--- src/hw/rtl/uplink_frame_crc_repeat_encoder_macros.svh ---
// ----------------------------------------------------------------------------
// Assertion macros for the uplink frame CRC and repeat encoder
// Define NO_ASSERTIONS to compile every check away.
// ----------------------------------------------------------------------------
`ifndef UPLINK_FRAME_CRC_REPEAT_ENCODER_MACROS_SVH
`define UPLINK_FRAME_CRC_REPEAT_ENCODER_MACROS_SVH

`ifndef NO_ASSERTIONS

// same-cycle implication
`define UFCRE_ASSERT_IMP(lbl, clk, rst_n, ante, cons) \
	lbl: assert property (@(posedge clk) disable iff (!rst_n) (ante) |-> (cons)) \
		else $error("implication check failed");

// next-cycle implication
`define UFCRE_ASSERT_NXT(lbl, clk, rst_n, ante, cons) \
	lbl: assert property (@(posedge clk) disable iff (!rst_n) (ante) |=> (cons)) \
		else $error("next-cycle check failed");

`else

`define UFCRE_ASSERT_IMP(lbl, clk, rst_n, ante, cons)
`define UFCRE_ASSERT_NXT(lbl, clk, rst_n, ante, cons)

`endif

`endif

--- src/hw/rtl/ufcre_pkg.sv ---
// ----------------------------------------------------------------------------
// ufcre_pkg
// Types, constants and bit-step functions of the uplink CRC repeat encoder.
// ----------------------------------------------------------------------------
package ufcre_pkg;

	localparam logic [15:0] CRC_POLY     = 16'h1021;
	localparam logic [15:0] CRC_INVERT   = 16'hffff;
	localparam logic [15:0] SLICE_MASK   = 16'h00c0;
	localparam logic [15:0] LOOKUP_MODE1 = 16'h0a00;
	localparam logic [15:0] LOOKUP_MODE2 = 16'h1100;

	localparam logic [1:0] MODE_COPY  = 2'd0;
	localparam logic [1:0] MODE_LUT_A = 2'd1;
	localparam logic [1:0] MODE_LUT_B = 2'd2;

	// which byte of an item goes out next
	typedef enum logic [1:0] {
		PH_DATA,
		PH_CRC_HI,
		PH_CRC_LO
	} ufcre_phase_t;

	typedef struct packed {
		logic adv;   // take one byte step
		logic clr;   // wipe state after this step
	} ufcre_step_t;

	typedef struct packed {
		logic [15:0] shift;
		logic [15:0] accum;
		logic [7:0]  coded;
	} ufcre_enc_res_t;

	function automatic logic [15:0] lookup_word(input logic [1:0] mode);
		logic [15:0] w;
		unique case (mode)
			MODE_LUT_A: w = LOOKUP_MODE1;
			MODE_LUT_B: w = LOOKUP_MODE2;
			default:    w = '0;
		endcase
		return w;
	endfunction

	function automatic logic [15:0] crc_byte(input logic [15:0] crc, input logic [7:0] b);
		logic [15:0] c;
		c = crc ^ {b, 8'h00};
		for (int k = 0; k < 8; k++) begin
			if (c[15]) begin
				c = {c[14:0], 1'b0} ^ CRC_POLY;
			end else begin
				c = {c[14:0], 1'b0};
			end
		end
		return c;
	endfunction

	function automatic ufcre_enc_res_t enc_byte(input logic [15:0] shift,
			input logic [15:0] accum, input logic [15:0] lut, input logic [7:0] b);
		logic [15:0]    s;
		logic [15:0]    a;
		logic [2:0]     sel;
		ufcre_enc_res_t r;
		s = shift | {8'h00, b};
		a = accum;
		for (int k = 0; k < 8; k++) begin
			sel = {s[9:8], 1'b0};
			a = a ^ ((lut >> sel) & SLICE_MASK);
			s = {s[14:0], 1'b0};
			a = {a[14:0], 1'b0};
		end
		r.shift = s;
		r.accum = a;
		r.coded = a[15:8] ^ s[15:8];
		return r;
	endfunction

endpackage

--- src/hw/rtl/ufcre_crc.sv ---
// ----------------------------------------------------------------------------
// ufcre_crc
// Running CRC-16 (0x1021, zero seed, MSB first), one byte per step.
// ----------------------------------------------------------------------------
module ufcre_crc
	import ufcre_pkg::*;
(
	input  logic        clk,
	input  logic        arst_n,
	input  ufcre_step_t step,
	input  logic [7:0]  data,
	output logic [15:0] crc
);

	logic [15:0] crc_q;

	always_ff @(posedge clk or negedge arst_n) begin
		if (!arst_n) begin
			crc_q <= '0;
		end else if (step.clr) begin
			crc_q <= '0;
		end else if (step.adv) begin
			crc_q <= crc_byte(crc_q, data);
		end
	end

	assign crc = crc_q;

endmodule

--- src/hw/rtl/ufcre_enc.sv ---
// ----------------------------------------------------------------------------
// ufcre_enc
// Repeat encoder: shift register and accumulator, eight bit steps per byte.
// ----------------------------------------------------------------------------
module ufcre_enc
	import ufcre_pkg::*;
(
	input  logic        clk,
	input  logic        arst_n,
	input  ufcre_step_t step,
	input  logic [1:0]  mode,
	input  logic [7:0]  data,
	output logic [7:0]  coded
);

	logic [15:0]    shift_q;
	logic [15:0]    accum_q;
	ufcre_enc_res_t res;

	assign res   = enc_byte(shift_q, accum_q, lookup_word(mode), data);
	assign coded = res.coded;

	always_ff @(posedge clk or negedge arst_n) begin
		if (!arst_n) begin
			shift_q <= '0;
			accum_q <= '0;
		end else if (step.clr) begin
			shift_q <= '0;
			accum_q <= '0;
		end else if (step.adv) begin
			shift_q <= res.shift;
			accum_q <= res.accum;
		end
	end

endmodule

--- src/hw/rtl/uplink_frame_crc_repeat_encoder.sv ---
// ----------------------------------------------------------------------------
// uplink_frame_crc_repeat_encoder
// Byte-wide frame CRC-16 and repeat encoder with appended, encoded FCS.
// ----------------------------------------------------------------------------
// Input channel in_valid/in_ready carries data_byte and frame_end; output
// channel out_valid/out_ready carries coded_byte, is_crc and last_out.
// The user must write the repeat mode via cfg_wr_en/cfg_wr_data only while
// the block idles; the block does not enforce this. An accepted byte is held
// and encoded in the input register, then lands in the output register once
// that is free or being drained. Ordinary bytes stream at one per cycle when
// not stalled. A byte with frame_end stays in the input register for three
// output bytes: the data byte, then the inverted CRC high and low bytes, each
// run through the same encoder; the byte state machine sets this. The CRC and
// encoder state then clear. A stalled receiver holds the output register; the
// input register keeps one byte and in_ready drops until the output frees up.
// Reset clears the CRC, the encoder state, the mode and both valid flags.
// ----------------------------------------------------------------------------
`include "uplink_frame_crc_repeat_encoder_macros.svh"

module uplink_frame_crc_repeat_encoder
	import ufcre_pkg::*;
(
	input  logic       clk,
	input  logic       arst_n,
	input  logic       in_valid,
	output logic       in_ready,
	input  logic [7:0] data_byte,
	input  logic       frame_end,
	output logic       out_valid,
	input  logic       out_ready,
	output logic [7:0] coded_byte,
	output logic       is_crc,
	output logic       last_out,
	input  logic       cfg_wr_en,
	input  logic [1:0] cfg_wr_data
);

	logic [1:0]   mode_q;
	logic         valid_s1;
	logic [7:0]   data_byte_s1;
	logic         frame_end_s1;
	ufcre_phase_t phase_q, phase_d;
	logic         fire;
	logic         consume;
	logic [15:0]  crc;
	logic [15:0]  fcs;
	logic [7:0]   enc_in;
	logic [7:0]   coded;
	ufcre_step_t  crc_step;
	ufcre_step_t  enc_step;
	logic         out_valid_q;
	logic [7:0]   coded_byte_q;
	logic         is_crc_q;
	logic         last_out_q;

	always_ff @(posedge clk or negedge arst_n) begin
		if (!arst_n) begin
			mode_q <= MODE_COPY;
		end else if (cfg_wr_en) begin
			mode_q <= cfg_wr_data;
		end
	end

	// a result moves when the output register is free or being drained
	assign fire     = valid_s1 && (!out_valid_q || out_ready);
	assign in_ready = !valid_s1 || consume;

	always_ff @(posedge clk or negedge arst_n) begin
		if (!arst_n) begin
			valid_s1 <= 1'b0;
		end else if (in_ready) begin
			valid_s1 <= in_valid;
		end
	end

	always_ff @(posedge clk) begin
		if (in_ready && in_valid) begin
			data_byte_s1 <= data_byte;
			frame_end_s1 <= frame_end;
		end
	end

	always_ff @(posedge clk or negedge arst_n) begin
		if (!arst_n) begin
			phase_q <= PH_DATA;
		end else begin
			phase_q <= phase_d;
		end
	end

	assign fcs = crc ^ CRC_INVERT;

	always_comb begin
		phase_d      = phase_q;
		consume      = 1'b0;
		crc_step.adv = 1'b0;
		crc_step.clr = 1'b0;
		enc_step.adv = fire;
		enc_step.clr = 1'b0;
		enc_in       = data_byte_s1;
		unique case (phase_q)
			PH_DATA: begin
				crc_step.adv = fire;
				if (fire) begin
					if (frame_end_s1) begin
						phase_d = PH_CRC_HI;
					end else begin
						consume = 1'b1;
					end
				end
			end
			PH_CRC_HI: begin
				enc_in = fcs[15:8];
				if (fire) begin
					phase_d = PH_CRC_LO;
				end
			end
			PH_CRC_LO: begin
				enc_in       = fcs[7:0];
				crc_step.clr = fire;
				enc_step.clr = fire;
				if (fire) begin
					phase_d = PH_DATA;
					consume = 1'b1;
				end
			end
			default: begin
				phase_d = PH_DATA;
			end
		endcase
	end

	ufcre_crc u_crc (
		.clk    (clk),
		.arst_n (arst_n),
		.step   (crc_step),
		.data   (data_byte_s1),
		.crc    (crc)
	);

	ufcre_enc u_enc (
		.clk    (clk),
		.arst_n (arst_n),
		.step   (enc_step),
		.mode   (mode_q),
		.data   (enc_in),
		.coded  (coded)
	);

	always_ff @(posedge clk or negedge arst_n) begin
		if (!arst_n) begin
			out_valid_q <= 1'b0;
		end else if (fire) begin
			out_valid_q <= 1'b1;
		end else if (out_ready) begin
			out_valid_q <= 1'b0;
		end
	end

	always_ff @(posedge clk) begin
		if (fire) begin
			coded_byte_q <= coded;
			is_crc_q     <= (phase_q != PH_DATA);
			last_out_q   <= (phase_q == PH_CRC_LO);
		end
	end

	assign out_valid  = out_valid_q;
	assign coded_byte = coded_byte_q;
	assign is_crc     = is_crc_q;
	assign last_out   = last_out_q;

	`UFCRE_ASSERT_IMP(a_crc_phase_holds_item, clk, arst_n,
		phase_q != PH_DATA, valid_s1 && frame_end_s1)
	`UFCRE_ASSERT_IMP(a_last_is_crc, clk, arst_n,
		out_valid && last_out, is_crc)
	`UFCRE_ASSERT_NXT(a_frame_end_enters_crc, clk, arst_n,
		fire && phase_q == PH_DATA && frame_end_s1, phase_q == PH_CRC_HI && !in_ready)
	`UFCRE_ASSERT_NXT(a_crc_cleared, clk, arst_n,
		fire && phase_q == PH_CRC_LO, crc == 16'h0000 && phase_q == PH_DATA)

endmodule

--- config.mk ---
export PLATFORM = sky130hd
export DESIGN_NAME = uplink_frame_crc_repeat_encoder
export DESIGN_NICKNAME = d
export VERILOG_FILES = /design/src/hw/rtl/ufcre_pkg.sv /design/src/hw/rtl/ufcre_crc.sv /design/src/hw/rtl/ufcre_enc.sv /design/src/hw/rtl/uplink_frame_crc_repeat_encoder.sv
export VERILOG_INCLUDE_DIRS = /design/src /design/src/hw/rtl
export SDC_FILE = /design/constraint.sdc
export NUM_CORES = 1
export LEC_CHECK = 0
export ABC_CLOCK_PERIOD_IN_PS = 3080
export BUFFER_PORTS_ARGS = -buffer_cell sky130_fd_sc_hd__buf_2
export CORE_MARGIN = 2
export CORE_UTILIZATION = 45
export CTS_CLUSTER_DIAMETER = 200
export DETAILED_ROUTE_END_ITERATION = 8
export GPL_TIMING_DRIVEN = 0
export PLACE_DENSITY = 0.68
export SLEW_MARGIN = 10
export SYNTH_ARGS = -nofsm -noshare
export SYNTH_HDL_FRONTEND = slang
export SYNTH_SLANG_ARGS = --single-unit
--- constraint.sdc ---
create_clock -name clk -period 3.08 [get_ports clk]
set_input_delay 0.462 -clock clk [delete_from_list [all_inputs] [get_ports clk]]
set_output_delay 0.462 -clock clk [all_outputs]
set_load 0.05 [all_outputs]
==> results.py <==
metrics = {
    "status": {
        "status": "finished, final reports clean",
    },
    "sta": {
        "hold_viol": 0,
        "setup_tns_ps": 0,
        "min_period_over_period_pct": 73.9,
        "setup-violations-final": 0,
        "tightest_slew_ps": 574,
        "grt_setup_unrepaired": "no",
        "hold_ws_ps": 156,
        "clock.fmax_ghz": 0.439,
        "period_needed_ps": 2280,
        "slew_headroom_pct": 61.8,
        "clock_skew_ps": 8.33,
        "slew_violations": 0,
    },
    "routing": {
        "wirelength_um": 4030,
        "viasPerCell": 4.75,
        "dr_total_vias": 1473,
        "dr.pass1.iters": 4,
        "dr_wl_met2_um": 1930,
        "wl_met1_um": 1930,
        "top_layer": "met4",
        "drt_iter0_markers": 26,
        "drc_errors": 0,
        "wl_met3_um": 133,
        "antenna_left": 0,
        "wl_per_cell_um": 13.0,
    },
    "logic_synthesis": {
        "synth_top_family_by_area": "XOR/XNOR gates",
        "yosys-top-cells-area": "dfrtp_1 (27%), edfxtp_1 (25%), xnor2_1 (8.0%)",
        "synth_flop_cell": "dfrtp_1",
        "yosys.area_share.simple_pct": 13.6,
        "synth_most_common_cell": "dfrtp_1",
        "synth_compound_area_share_pct": 13.3,
        "synth_xor_area_share_pct": 15.2,
        "yosysUniqueCellTypes": 30,
        "ys_ff_latch": 44,
        "synth_adder_area_share_pct": 2.17,
        "syn_nets": 225,
        "synth-edff-count": 19,
        "avgSynthCellArea_um2": 11.2,
        "async_flop_share_pct": 56.8,
        "yosysTopAreaCell": "dfrtp_1",
        "yosys-top-cells-count": "dfrtp_1 (25), nand2_1 (23), o21ai_1 (21), xnor2_1 (21), nand2b_1 (20)",
        "synth_area_um2": 2310,
        "synth_cells": 205,
        "muxShareOfSynthArea_pct": 1.47,
        "yosysWarnings": 0,
        "yosysSeqAreaShare_pct": 51.9,
        "yosysTopAreaCellShare_pct": 27.1,
    },
    "finish": {
        "fillers": 479,
        "drive_gt1_share_pct": 20.4,
        "final_nets": 259,
        "synthToLayoutAreaGrowth_pct": 13.1,
        "n_antenna_cell": 0,
    },
    "clock_tree": {
        "cts.sinks": 44,
        "post_cts_buffers": 0,
        "cts_buffer_depth": 2,
        "root_buffer": "clkbuf_8",
        "cts-resized-gates": 0,
        "clk_pin_slew_ps": 80,
        "postCtsHoldBufs": 0,
        "clk_latency_ps": 290,
        "cts_tree": "built",
        "cts-buffers-inserted": 5,
        "h-tree-depth": 2,
    },
    "job": {
        "maxCapViolations": 0,
    },
    "place": {
        "dp_hpwl_um": 2940,
        "place_congestion": 0.803,
        "portBuffers": 27,
    },
    "floorplan": {
        "num_rows": 26,
        "initial_core_util_pct": 46.0,
        "boundaryPins": 28,
        "die-area_um2": 5710,
        "core_um2": 5010,
        "die_y_um": 75.6,
        "die_w_um": 75.6,
    },
    "grt": {
        "grt_pass1_wl_um": 6960,
        "grt_max_degree": 26,
        "overflow": 0,
        "antenna_found_initial": 0,
        "grt_use_total_pct": 16.6,
        "first_global_vias": 1469,
    },
    "critical_path": {
        "worstSetupStartpointType": "flop",
        "critPathRequiredTime_ps": 2620,
        "end_kind": "output pin",
        "crit_fanout": 10,
        "arrival_ps": 1810,
        "critPathKind": "flop to output pin",
    },
    "worst_hold_path": {
        "hold_path_class": "input port to asynchronous set/reset pin",
    },
}
==> cell type report <==
cell class / instances / area [µm²] / share of cell area, %
multi-input cells: 151 / 1060 / 40.5
inverters: 4 / 15.0 / 0.576
repair buffers: 27 / 135 / 5.18
clock buffers: 7 / 76.3 / 2.93
plain buffers: 6 / 38.8 / 1.49
well taps: 70 / 87.6 / 3.36
flip-flops and latches: 44 / 1200 / 45.9
clock inverters: 1 / 3.75 / 0.144
==> registers in the layout, indices dropped and copies added (netlist names), 2 cells and up <==
register       flops
mode_q             2
phase_q            2
coded_byte         8
u_crc.crc         16
u_enc.shift_q      2
data_byte_s1       8
==> metal layers <==
layer,GRT usage [%],up-vias
met2,27.1,26
met3,3.97,6
li1,-,760
met4,5.46,0
met5,0,-
met1,22.0,681
==> layout by cell type, fill, tap and decap left out, drive strengths merged, types with 4 or more instances in the layout <==
cell	Yosys	final
buf	3	30
dfrtp	25	25
o21ai	24	24
nand2	23	23
nand2b	22	22
xnor2	21	21
xor2	19	19
edfxtp	19	19
nor2	15	15
clkbuf	3	10
a31oi	8	8
a22o	4	4
ha	4	4
inv	4	4
==> per-stage QoR <==
step | cells | utilization [%] | area (µm²) | setup WS (ps)
after floorplan | 205 | - | 2310 | 1030
after global placement | 302 | 50.5 | 2530 | 956
after detailed placement | 302 | 50.5 | 2530 | 947
after CTS | 310 | 52.1 | 2610 | 775
after global routing | 310 | 52.1 | 2610 | 662
final | 310 | 52.1 | 2610 | 803
==> logic make-up after synthesis <==
family / Yosys count
compound gates: 39
xor+xnor: 40
fa+ha+maj: 4
buf+inv: 10
flops: 44
mux: 3
simple gates: 65
==> path summary, 6_finish.rpt <==
kind	from	end	slack, ps	cells past startpoint
setup / recovery	phase_q[0]$_DFFE_PN0P_	in_ready	800	6
hold / removal	arst_n	out_valid$_DFFE_PN0P_	160	1
setup reg to reg	phase_q[0]$_DFFE_PN0P_	coded_byte[0]$_DFFE_PP_	960	9
hold reg to reg	valid_s1$_DFFE_PN0P_	out_valid$_DFFE_PN0P_	500	1
max in group asynchronous	arst_n	u_crc.crc[3]$_DFFE_PN0P_	2540	1
min in group clk	frame_end	frame_end_s1$_DFFE_PP_	340	1
==> critical path, cell delays in order (launching register included) <==
cell	delay (ps)
dfrtp_1	400
inv_1	110
ha_1	340
buf_6	200
o21ai_0	100
nand2_1	100
buf_2	270
Power is left out: the tool's default activity adds up to more than one toggle a clock period on the data nets, which glitch-free logic cannot reach.
